===== src/hdl/spism_pkg.sv =====
// ----------------------------------------------------------------------------
// spism_pkg
// Types, register indexes and the transaction step table shared by the SPI
// EEPROM/sensor master front end, engine and top level.
// ----------------------------------------------------------------------------
package spism_pkg;

	// action codes on the input side
	localparam logic [2:0] ACT_TICK   = 3'd0;
	localparam logic [2:0] ACT_EE_RD  = 3'd1;
	localparam logic [2:0] ACT_EE_WR  = 3'd2;
	localparam logic [2:0] ACT_SEN_RD = 3'd3;
	localparam logic [2:0] ACT_SEN_WR = 3'd4;

	// configuration register indexes
	localparam logic [2:0] REG_READ_OPCODE     = 3'd0;
	localparam logic [2:0] REG_WRITE_OPCODE    = 3'd1;
	localparam logic [2:0] REG_WREN_OPCODE     = 3'd2;
	localparam logic [2:0] REG_ENABLE_GAP      = 3'd3;
	localparam logic [2:0] REG_SEN_RD_ADDR_WT  = 3'd4;
	localparam logic [2:0] REG_SEN_RD_HOLD     = 3'd5;
	localparam logic [2:0] REG_SEN_WR_ADDR_WT  = 3'd6;
	localparam logic [2:0] REG_SEN_WR_HOLD     = 3'd7;

	// pin order in the pin vector
	localparam int PIN_SCLK = 0;
	localparam int PIN_MOSI = 1;
	localparam int PIN_EE   = 2;
	localparam int PIN_SEN  = 3;

	localparam logic [3:0] PINS_IDLE   = 4'b1111;
	localparam logic [3:0] PINS_EE_SEL = 4'b1011;
	localparam logic [3:0] PINS_SEN_SEL = 4'b0111;
	localparam logic [3:0] BITS_PER_BYTE = 4'd8;
	localparam logic [3:0] PHASE_IDLE  = 4'd0;
	localparam logic [3:0] PHASE_FIRST = 4'd1;

	typedef enum logic [1:0] {
		CL_TICK = 2'd0,
		CL_CMD  = 2'd1,
		CL_NOP  = 2'd2
	} item_class_t;

	typedef enum logic [2:0] {
		K_BYTE   = 3'd0,
		K_WAIT   = 3'd1,
		K_DESEL  = 3'd2,
		K_SEL    = 3'd3,
		K_FINISH = 3'd4
	} step_kind_t;

	typedef struct packed {
		item_class_t cls;
		logic [2:0]  action;
		logic [8:0]  address;
		logic [7:0]  wr_data;
		logic        miso;
	} item_t;

	typedef struct packed {
		logic       sclk;
		logic       mosi;
		logic       eeprom_select_n;
		logic       sensor_select_n;
		logic       busy_res;
		logic       read_valid;
		logic [7:0] read_byte;
		logic       rejected;
	} result_t;

	typedef struct packed {
		logic [7:0]  read_opcode;
		logic [7:0]  write_opcode;
		logic [7:0]  write_enable_opcode;
		logic [15:0] enable_gap_ticks;
		logic [15:0] sensor_read_addr_wait;
		logic [15:0] sensor_read_hold;
		logic [15:0] sensor_write_addr_wait;
		logic [15:0] sensor_write_hold;
	} cfg_t;

	typedef struct packed {
		step_kind_t  kind;
		logic [15:0] val;
	} step_t;

	// what a transaction does at a given phase, with its byte or wait count
	function automatic step_t step_of(logic [2:0] act, logic [3:0] ph, logic [8:0] addr,
			logic [7:0] data, cfg_t cfg);
		step_t      s;
		logic [7:0] a8;
		logic [7:0] rg;
		s.kind = K_FINISH;
		s.val  = '0;
		a8     = {4'b0000, addr[8], 3'b000};
		rg     = {1'b0, addr[6:0]};
		case (act)
			ACT_EE_RD: begin
				case (ph)
					4'd1: s = '{kind: K_BYTE, val: {8'h00, cfg.read_opcode | a8}};
					4'd2: s = '{kind: K_BYTE, val: {8'h00, addr[7:0]}};
					4'd3: s = '{kind: K_BYTE, val: 16'h00ff};
					default: s = '{kind: K_FINISH, val: 16'h0000};
				endcase
			end
			ACT_EE_WR: begin
				case (ph)
					4'd1: s = '{kind: K_BYTE, val: {8'h00, cfg.write_enable_opcode}};
					4'd2: s = '{kind: K_DESEL, val: 16'h0000};
					4'd3: s = '{kind: K_WAIT, val: cfg.enable_gap_ticks};
					4'd4: s = '{kind: K_SEL, val: 16'h0000};
					4'd5: s = '{kind: K_BYTE, val: {8'h00, cfg.write_opcode | a8}};
					4'd6: s = '{kind: K_BYTE, val: {8'h00, addr[7:0]}};
					4'd7: s = '{kind: K_BYTE, val: {8'h00, data}};
					default: s = '{kind: K_FINISH, val: 16'h0000};
				endcase
			end
			ACT_SEN_RD: begin
				case (ph)
					4'd1: s = '{kind: K_BYTE, val: {8'h00, rg}};
					4'd2: s = '{kind: K_WAIT, val: cfg.sensor_read_addr_wait};
					4'd3: s = '{kind: K_BYTE, val: 16'h00ff};
					4'd4: s = '{kind: K_WAIT, val: cfg.sensor_read_hold};
					default: s = '{kind: K_FINISH, val: 16'h0000};
				endcase
			end
			ACT_SEN_WR: begin
				case (ph)
					4'd1: s = '{kind: K_BYTE, val: {8'h00, rg | 8'h80}};
					4'd2: s = '{kind: K_WAIT, val: cfg.sensor_write_addr_wait};
					4'd3: s = '{kind: K_BYTE, val: {8'h00, data}};
					4'd4: s = '{kind: K_WAIT, val: cfg.sensor_write_hold};
					default: s = '{kind: K_FINISH, val: 16'h0000};
				endcase
			end
			default: s = '{kind: K_FINISH, val: 16'h0000};
		endcase
		return s;
	endfunction

endpackage


===== src/hdl/spism_front.sv =====
// ----------------------------------------------------------------------------
// spism_front
// Input side: classifies each word as tick, command or no-op and holds it in
// a two-entry queue until the engine takes it.
// ----------------------------------------------------------------------------
module spism_front (
	input  logic             clk,
	input  logic             arst_n,
	input  logic             push,
	output logic             full,
	input  logic [2:0]       action,
	input  logic [8:0]       address,
	input  logic [7:0]       wr_data,
	input  logic             miso,
	output logic             item_valid,
	output spism_pkg::item_t item,
	input  logic             item_pop
);
	import spism_pkg::*;

	item_t       entry_q [2];
	logic        wr_ptr_q;
	logic        rd_ptr_q;
	logic [1:0]  count_q;
	item_t       in_item;
	logic        do_push;

	always_comb begin
		in_item.action     = action;
		in_item.address    = address;
		in_item.wr_data    = wr_data;
		in_item.miso       = miso;
		if (action == ACT_TICK) begin
			in_item.cls = CL_TICK;
		end else if (action inside {[ACT_EE_RD:ACT_SEN_WR]}) begin
			in_item.cls = CL_CMD;
		end else begin
			in_item.cls = CL_NOP;
		end
	end

	assign full       = (count_q == 2'd2);
	assign do_push    = push && !full;
	assign item_valid = (count_q != 2'd0);
	assign item       = entry_q[rd_ptr_q];

	always_ff @(posedge clk) begin
		if (do_push) begin
			entry_q[wr_ptr_q] <= in_item;
		end
	end

	always_ff @(posedge clk or negedge arst_n) begin
		if (!arst_n) begin
			wr_ptr_q <= 1'b0;
			rd_ptr_q <= 1'b0;
			count_q  <= 2'd0;
		end else begin
			if (do_push) begin
				wr_ptr_q <= !wr_ptr_q;
			end
			if (item_pop) begin
				rd_ptr_q <= !rd_ptr_q;
			end
			count_q <= count_q + {1'b0, do_push} - {1'b0, item_pop};
		end
	end

	a_count_range: assert property (@(posedge clk) disable iff (!arst_n)
		count_q <= 2'd2)
		else $error("front queue count out of range");

	a_pop_nonempty: assert property (@(posedge clk) disable iff (!arst_n)
		item_pop |-> count_q != 2'd0)
		else $error("engine took a word from an empty front queue");

	a_push_grows: assert property (@(posedge clk) disable iff (!arst_n)
		(do_push && !item_pop) |=> count_q == $past(count_q) + 2'd1)
		else $error("front queue lost a word");

endmodule


===== src/hdl/spism_back.sv =====
// ----------------------------------------------------------------------------
// spism_back
// Serial engine: runs one word per cycle, while the result queue has room,
// against the sequencer and pins, and queues resulting pin levels and status.
// ----------------------------------------------------------------------------
module spism_back (
	input  logic               clk,
	input  logic               arst_n,
	input  spism_pkg::cfg_t    cfg,
	input  logic               item_valid,
	input  spism_pkg::item_t   item,
	output logic               item_pop,
	output logic               empty,
	input  logic               pop,
	output spism_pkg::result_t result
);
	import spism_pkg::*;

	// sequencer and shifter state
	logic [3:0]  phase_q;
	logic [2:0]  act_q;
	logic [8:0]  addr_q;
	logic [7:0]  data_q;
	logic [7:0]  shreg_q;
	logic [3:0]  bc_q;
	logic        half_q;
	logic [15:0] wait_q;
	logic [3:0]  pins_q;

	logic [3:0]  phase_d;
	logic [2:0]  act_d;
	logic [8:0]  addr_d;
	logic [7:0]  data_d;
	logic [7:0]  shreg_d;
	logic [3:0]  bc_d;
	logic        half_d;
	logic [15:0] wait_d;
	logic [3:0]  pins_d;

	step_t       st0;
	step_t       st_e;
	step_t       st_n;
	step_t       st_c;
	logic        expired;
	logic [3:0]  ph_e;
	logic [3:0]  ph_n;
	logic [7:0]  sh_e;
	logic        half_e;
	logic [3:0]  bc_e;
	logic [3:0]  bc_inc;
	logic        do_enter;
	logic        rd_done;
	logic        rej;
	result_t     res;

	// result queue
	result_t     out_q [2];
	logic        owr_ptr_q;
	logic        ord_ptr_q;
	logic [1:0]  ocount_q;
	logic        out_full;
	logic        out_pop;

	assign out_full = (ocount_q == 2'd2);
	assign item_pop = item_valid && !out_full;
	assign empty    = (ocount_q == 2'd0);
	assign out_pop  = pop && !empty;
	assign result   = out_q[ord_ptr_q];

	always_comb begin
		// a wait that has run out falls through to the next step on this tick
		st0     = step_of(act_q, phase_q, addr_q, data_q, cfg);
		expired = (st0.kind == K_WAIT) && (wait_q == 16'd0);
		ph_e    = expired ? phase_q + 4'd1 : phase_q;
		st_e    = step_of(act_q, ph_e, addr_q, data_q, cfg);
		sh_e    = expired ? st_e.val[7:0] : shreg_q;
		half_e  = expired ? 1'b0 : half_q;
		bc_e    = expired ? 4'd0 : bc_q;
		bc_inc  = bc_e + 4'd1;
		ph_n    = ph_e + 4'd1;
		st_n    = step_of(act_q, ph_n, addr_q, data_q, cfg);
		st_c    = step_of(item.action, PHASE_FIRST, item.address, item.wr_data, cfg);

		phase_d  = phase_q;
		act_d    = act_q;
		addr_d   = addr_q;
		data_d   = data_q;
		shreg_d  = shreg_q;
		bc_d     = bc_q;
		half_d   = half_q;
		wait_d   = wait_q;
		pins_d   = pins_q;
		do_enter = 1'b0;
		rd_done  = 1'b0;
		rej      = 1'b0;

		if (item_pop) begin
			case (item.cls)
				CL_TICK: begin
					if (phase_q != PHASE_IDLE) begin
						case (st_e.kind)
							K_BYTE: begin
								phase_d = ph_e;
								if (!half_e) begin
									pins_d[PIN_SCLK] = 1'b0;
									pins_d[PIN_MOSI] = sh_e[7];
									half_d  = 1'b1;
									shreg_d = sh_e;
									bc_d    = bc_e;
								end else begin
									pins_d[PIN_SCLK] = 1'b1;
									shreg_d  = {sh_e[6:0], item.miso};
									bc_d     = bc_inc;
									half_d   = 1'b0;
									do_enter = (bc_inc >= BITS_PER_BYTE);
								end
							end
							K_WAIT: begin
								wait_d = wait_q - 16'd1;
							end
							K_DESEL: begin
								pins_d[PIN_EE]   = 1'b1;
								pins_d[PIN_MOSI] = 1'b1;
								pins_d[PIN_SCLK] = 1'b1;
								do_enter = 1'b1;
							end
							K_SEL: begin
								pins_d[PIN_EE] = 1'b0;
								do_enter = 1'b1;
							end
							K_FINISH: begin
								pins_d  = PINS_IDLE;
								phase_d = PHASE_IDLE;
								rd_done = (act_q == ACT_EE_RD) || (act_q == ACT_SEN_RD);
							end
							default: ;
						endcase
						// advance to the next step and load its byte or count
						if (do_enter) begin
							phase_d = ph_n;
							if (st_n.kind == K_BYTE) begin
								shreg_d = st_n.val[7:0];
								bc_d    = 4'd0;
								half_d  = 1'b0;
							end else if (st_n.kind == K_WAIT) begin
								wait_d = st_n.val;
							end
						end
					end
				end
				CL_CMD: begin
					if (phase_q != PHASE_IDLE) begin
						rej = 1'b1;
					end else begin
						act_d   = item.action;
						addr_d  = item.address;
						data_d  = item.wr_data;
						pins_d  = (item.action <= ACT_EE_WR) ? PINS_EE_SEL : PINS_SEN_SEL;
						phase_d = PHASE_FIRST;
						shreg_d = st_c.val[7:0];
						bc_d    = 4'd0;
						half_d  = 1'b0;
					end
				end
				default: ;
			endcase
		end

		res.sclk            = pins_d[PIN_SCLK];
		res.mosi            = pins_d[PIN_MOSI];
		res.eeprom_select_n = pins_d[PIN_EE];
		res.sensor_select_n = pins_d[PIN_SEN];
		res.busy_res        = (phase_d != PHASE_IDLE);
		res.read_valid      = rd_done;
		res.read_byte       = rd_done ? shreg_d : 8'h00;
		res.rejected        = rej;
	end

	always_ff @(posedge clk or negedge arst_n) begin
		if (!arst_n) begin
			phase_q <= PHASE_IDLE;
			act_q   <= '0;
			addr_q  <= '0;
			data_q  <= '0;
			shreg_q <= '0;
			bc_q    <= '0;
			half_q  <= 1'b0;
			wait_q  <= '0;
			pins_q  <= PINS_IDLE;
		end else if (item_pop) begin
			phase_q <= phase_d;
			act_q   <= act_d;
			addr_q  <= addr_d;
			data_q  <= data_d;
			shreg_q <= shreg_d;
			bc_q    <= bc_d;
			half_q  <= half_d;
			wait_q  <= wait_d;
			pins_q  <= pins_d;
		end
	end

	always_ff @(posedge clk) begin
		if (item_pop) begin
			out_q[owr_ptr_q] <= res;
		end
	end

	always_ff @(posedge clk or negedge arst_n) begin
		if (!arst_n) begin
			owr_ptr_q <= 1'b0;
			ord_ptr_q <= 1'b0;
			ocount_q  <= 2'd0;
		end else begin
			if (item_pop) begin
				owr_ptr_q <= !owr_ptr_q;
			end
			if (out_pop) begin
				ord_ptr_q <= !ord_ptr_q;
			end
			ocount_q <= ocount_q + {1'b0, item_pop} - {1'b0, out_pop};
		end
	end

	a_idle_pins: assert property (@(posedge clk) disable iff (!arst_n)
		phase_q == PHASE_IDLE |-> pins_q == PINS_IDLE)
		else $error("pins not idle while no transaction runs");

	a_one_select: assert property (@(posedge clk) disable iff (!arst_n)
		!(!pins_q[PIN_EE] && !pins_q[PIN_SEN]))
		else $error("both chip selects active");

	a_half_sclk_low: assert property (@(posedge clk) disable iff (!arst_n)
		half_q |-> !pins_q[PIN_SCLK])
		else $error("mid-bit with sclk high");

	a_bit_count: assert property (@(posedge clk) disable iff (!arst_n)
		bc_q <= BITS_PER_BYTE)
		else $error("bit count past one byte");

	a_out_count: assert property (@(posedge clk) disable iff (!arst_n)
		ocount_q <= 2'd2)
		else $error("result queue overflow");

endmodule


===== src/hdl/spi_eeprom_and_sensor_master.sv =====
// ----------------------------------------------------------------------------
// spi_eeprom_and_sensor_master
// SPI mode-3 master for an EEPROM and a register-mapped sensor on separate
// selects; one word is a command or a half-period tick with the MISO sample.
// ----------------------------------------------------------------------------
// A result is registered into the result queue when its word is taken.
// Throughput: one word per cycle while the result queue is not full.
// Front and result queues hold two words each; full rises when the front queue holds two.
// Reset: queues empty, pins high, sequencer idle, registers to default values.
module spi_eeprom_and_sensor_master (
	input  logic        clk,
	input  logic        arst_n,
	input  logic        push,
	output logic        full,
	input  logic [2:0]  action,
	input  logic [8:0]  address,
	input  logic [7:0]  wr_data,
	input  logic        miso,
	output logic        empty,
	input  logic        pop,
	output logic        sclk,
	output logic        mosi,
	output logic        eeprom_select_n,
	output logic        sensor_select_n,
	output logic        busy_res,
	output logic        read_valid,
	output logic [7:0]  read_byte,
	output logic        rejected,
	input  logic        cfg_valid,
	output logic        cfg_ready,
	input  logic [2:0]  cfg_index,
	input  logic [15:0] cfg_data
);
	import spism_pkg::*;

	cfg_t    cfg_q;
	item_t   item;
	logic    item_valid;
	logic    item_pop;
	result_t result;

	assign cfg_ready = 1'b1;

	always_ff @(posedge clk or negedge arst_n) begin
		if (!arst_n) begin
			cfg_q.read_opcode            <= 8'd3;
			cfg_q.write_opcode           <= 8'd2;
			cfg_q.write_enable_opcode    <= 8'd6;
			cfg_q.enable_gap_ticks       <= 16'd300;
			cfg_q.sensor_read_addr_wait  <= 16'd100;
			cfg_q.sensor_read_hold       <= 16'd120;
			cfg_q.sensor_write_addr_wait <= 16'd50;
			cfg_q.sensor_write_hold      <= 16'd30;
		end else if (cfg_valid && cfg_ready) begin
			case (cfg_index)
				REG_READ_OPCODE:    cfg_q.read_opcode            <= cfg_data[7:0];
				REG_WRITE_OPCODE:   cfg_q.write_opcode           <= cfg_data[7:0];
				REG_WREN_OPCODE:    cfg_q.write_enable_opcode    <= cfg_data[7:0];
				REG_ENABLE_GAP:     cfg_q.enable_gap_ticks       <= cfg_data;
				REG_SEN_RD_ADDR_WT: cfg_q.sensor_read_addr_wait  <= cfg_data;
				REG_SEN_RD_HOLD:    cfg_q.sensor_read_hold       <= cfg_data;
				REG_SEN_WR_ADDR_WT: cfg_q.sensor_write_addr_wait <= cfg_data;
				REG_SEN_WR_HOLD:    cfg_q.sensor_write_hold      <= cfg_data;
				default: ;
			endcase
		end
	end

	spism_front u_front (
		.clk        (clk),
		.arst_n     (arst_n),
		.push       (push),
		.full       (full),
		.action     (action),
		.address    (address),
		.wr_data    (wr_data),
		.miso       (miso),
		.item_valid (item_valid),
		.item       (item),
		.item_pop   (item_pop)
	);

	spism_back u_back (
		.clk        (clk),
		.arst_n     (arst_n),
		.cfg        (cfg_q),
		.item_valid (item_valid),
		.item       (item),
		.item_pop   (item_pop),
		.empty      (empty),
		.pop        (pop),
		.result     (result)
	);

	assign sclk            = result.sclk;
	assign mosi            = result.mosi;
	assign eeprom_select_n = result.eeprom_select_n;
	assign sensor_select_n = result.sensor_select_n;
	assign busy_res        = result.busy_res;
	assign read_valid      = result.read_valid;
	assign read_byte       = result.read_byte;
	assign rejected        = result.rejected;

endmodule


===== config.mk =====
export PLATFORM = sky130hd
export DESIGN_NAME = spi_eeprom_and_sensor_master
export DESIGN_NICKNAME = d
export VERILOG_FILES = /design/src/hdl/spism_pkg.sv /design/src/hdl/spism_front.sv /design/src/hdl/spism_back.sv /design/src/hdl/spi_eeprom_and_sensor_master.sv
export SDC_FILE = /design/constraint.sdc
export NUM_CORES = 1
export LEC_CHECK = 0
export ABC_AREA = 1
export CORE_ASPECT_RATIO = 0.7
export CORE_MARGIN = 4
export CORE_UTILIZATION = 55
export CTS_CLUSTER_SIZE = 8
export DETAILED_ROUTE_END_ITERATION = 10
export DONT_BUFFER_PORTS = 1
export GPL_TIMING_DRIVEN = 1
export PLACE_DENSITY = 0.71
export SYNTH_ARGS = -nofsm -noshare
export SYNTH_HDL_FRONTEND = slang
export SYNTH_SLANG_ARGS = --single-unit

===== constraint.sdc =====
create_clock -name clk -period 4.3 [get_ports clk]
set_input_delay 0.215 -clock clk [delete_from_list [all_inputs] [get_ports clk]]
set_output_delay 0.215 -clock clk [all_outputs]
set_load 0.05 [all_outputs]

==> run summary <==
status: complete, but fails checks
failing checks: hold timing
drt pass-1 iters: 5
max-cap check violation count: 0
Async S/R FF share, synth: 69.0%
GRT Util Overall: 30.6%
Seq cells post-synth: 245
part of the Yosys area used for sequential elements: 47.8%
# port buffers: 0
worst hold slack: -9.01 ps
CTS tree: yes
Die Wd: 197 um
number of global-route vias before repair: 11900
first-pass GRT wire length: 67500 um
CTS Buf Count: 36
setup TNS: 0 ps
# nets final: 1867
# diodes: 0
Post-synth top cells: 572 x nand2_1, 175 x o21ai_0, 152 x inv_1
slew margin rel.: 27.0%
Max IR drop VDD: 438 uV
crit path buf inv count: 7
worst slack, placed: 268 ps
Iter 0 DRT Violations: 1262
CP max FO: 8
Synth Cell Area: 13700 sq um
Setup CP Type: flip-flop to flip-flop
GPL Wtd Cong: 0.964
Site Rows: 48
most common cell in the netlist: nand2_1
Residual DRC: 0
Core Util, Final: 64.1%
slack of the critical path: 241 ps
critical path arrival: 4300 ps
I/O pin cnt: 63
Leak: 7.05 nW
Worst EP required: 4540 ps
CP delay by family, top: simple AND/OR/NAND/NOR gates
clk slew on worst S/H paths: 50 ps
Distinct cells, synth: 55
number of hold violations in the final report: 4
Tcrit/Tclk final: 94.4%
Post-DP HPWL: 29700 um
Total Wirelength: 42500 um
clock buffer depth: 3
min cycle time layout: 4060 ps
CP Launch Type: flip-flop
core area: 24600 sq um
vias after detailed routing: 12700
EDFF count, synth: 76
Worst Max-Slew Pin Slew: 1090 ps
Avg Vias per Cell: 5.89
fin. max-slew vios: 0
Synth Net Count: 1810
share of cells above drive strength 1: 10.8%
worst skew pair latency: 540 ps
initial antenna violation count: 1
Area Growth Syn to Fin: 15.0%
Synthesis Warnings: 0
worst hold path type: primary input to flip-flop
initial core utilization: 55.7%
Yosys top cell by area: dfrtp_1
WL/cell: 19.7 um
die area: 27500 sq um
largest net degree at the start of global routing: 170
Crit path largest cell delay: 400 ps
Worst path most repeated cell: nand2_1
DRT antenna net count: 0
Highest Clock Rate: 246 MHz
Synth Instances: 1751
GRT overflow: 0
H-tree depth: 2
post-synth top area share: 26.0%
clock sink count: 245
Max Clock Skew: 22.2 ps
count of final setup violators: 0
slowest CP cell: dfrtp_1
ranking of synthesized cells by area: dfrtp_1 26%, edfxtp_1 17%, nand2_1 16%
Synth Flop Type: dfrtp_1
Critical Path Sink Type: flip-flop
Root Driver: clkbuf_16
power per standard cell area: 806 nW/um^2
die height: 140 um
average cell area after synthesis: 7.82 sq um
-- flip-flops by register name, summed over array words and instances (netlist names) --
name / count
u_back.ocount_q: 2
u_front.count_q: 2
u_back.out_q: 30
u_back.pins_q: 4
u_back.shreg_q: 8
u_back.phase_q: 4
cfg_q: 104
u_front.wr_ptr_q: 1
u_back.ord_ptr_q: 1
u_back.half_q: 1
u_back.bc_q: 4
u_front.entry_q: 46
u_back.owr_ptr_q: 1
u_back.act_q: 3
u_back.wait_q: 16
u_back.data_q: 8
u_back.addr_q: 9
u_front.rd_ptr_q: 1
-- worst register-to-register path, delay by kind of cell (launching register included) --
family | cells | cell delay, ps
XOR/XNOR | 1 | 170
adder cells (fa/ha/maj) | 2 | 400
buffers and inverters | 7 | 750
flip-flops | 1 | 400
AND/OR/NAND/NOR | 16 | 2060
-- cell type report --
cell class / instances / area [sq um]
Inverter: 167 / 629
Clock buffer: 63 / 1010
Sequential cell: 245 / 6550
Clock inverter: 3 / 45.0
Tap cell: 325 / 407
Fill cell: 2121 / 8820
Timing Repair Buffer: 89 / 797
Multi-Input combinational cell: 1269 / 6310
-- metal layers --
metal | track usage (%) | vias to the layer above | wire [um]
li1 | - | 5914 | -
met1 | 47.9 | 6131 | 19800
met2 | 43.8 | 580 | 17800
met3 | 6.01 | 94 | 3910
met4 | 7.62 | 2 | 975
met5 | 0 | - | 16
-- path summary, 6_finish.rpt --
check / cells past startpoint / end / from / slack, ps
max: 26 / u_back.out_q[0][7] / u_back.wait_q[1] / 240
min: 2 / cfg_q[67] / cfg_data[3] / -9
max reg2reg: 26 / u_back.out_q[0][7] / u_back.wait_q[1] / 240
min reg2reg: 2 / cfg_q[22] / cfg_q[22] / 480
max in group asynchronous: 2 / u_back.act_q[0] / arst_n / 3090
min in group asynchronous: 2 / cfg_q[71] / arst_n / 420
-- logic make-up after synthesis --
group	count (synthesis)	share of synthesized area, %
AND/OR/NAND/NOR	866	27.2
AO/OA/AOI/OAI	359	14.8
adder cells (fa/ha/maj)	14	1.28
flip-flops	245	47.8
buffers and inverters	238	6.88
other	1	0.0274
XOR/XNOR	25	1.74
multiplexers	3	0.228
-- metrics by stage --
step	hold WS (ps)	area [sq um]	cells	power, mW
after detailed placement	-73.0	14200	2051	9.62
final	-9.01	15700	2161	12.7
after CTS	1.14	15600	2156	12.4
after global routing	17.8	15700	2161	13.5
after floorplan	-80.6	13700	1751	7.85
after global placement	-72.5	14200	2051	9.53
-- what timing repair did --
action	CTS	global route
setup endpoints to repair	0	43
hold buffers	39	0
resized for setup	0	19
endpoints found under the hold margin	290	0
setup buffers	0	4
-- where the power goes --
| part | leakage, nW | total, mW | internal, mW | switching, mW |
|---|---|---|---|---|
| combinational | 3.79 | 6.19 | 1.83 | 4.36 |
| clock | 0.503 | 2.67 | 1.60 | 1.07 |
| sequential | 2.76 | 3.83 | 3.26 | 0.567 |
| total | 7.05 | 12.7 | 6.69 | 6.00 |
-- placed cells by master (no fill, tap or decap), drive strengths merged, types with 46 or more instances in the layout --
cell	count
buf	51
nand2	585
o21ai	212
nor2	150
edfxtp	76
a21oi	46
inv	165
dfrtp	142
nand3	88
clkbuf	63
Power figures use the tool's default switching activity.
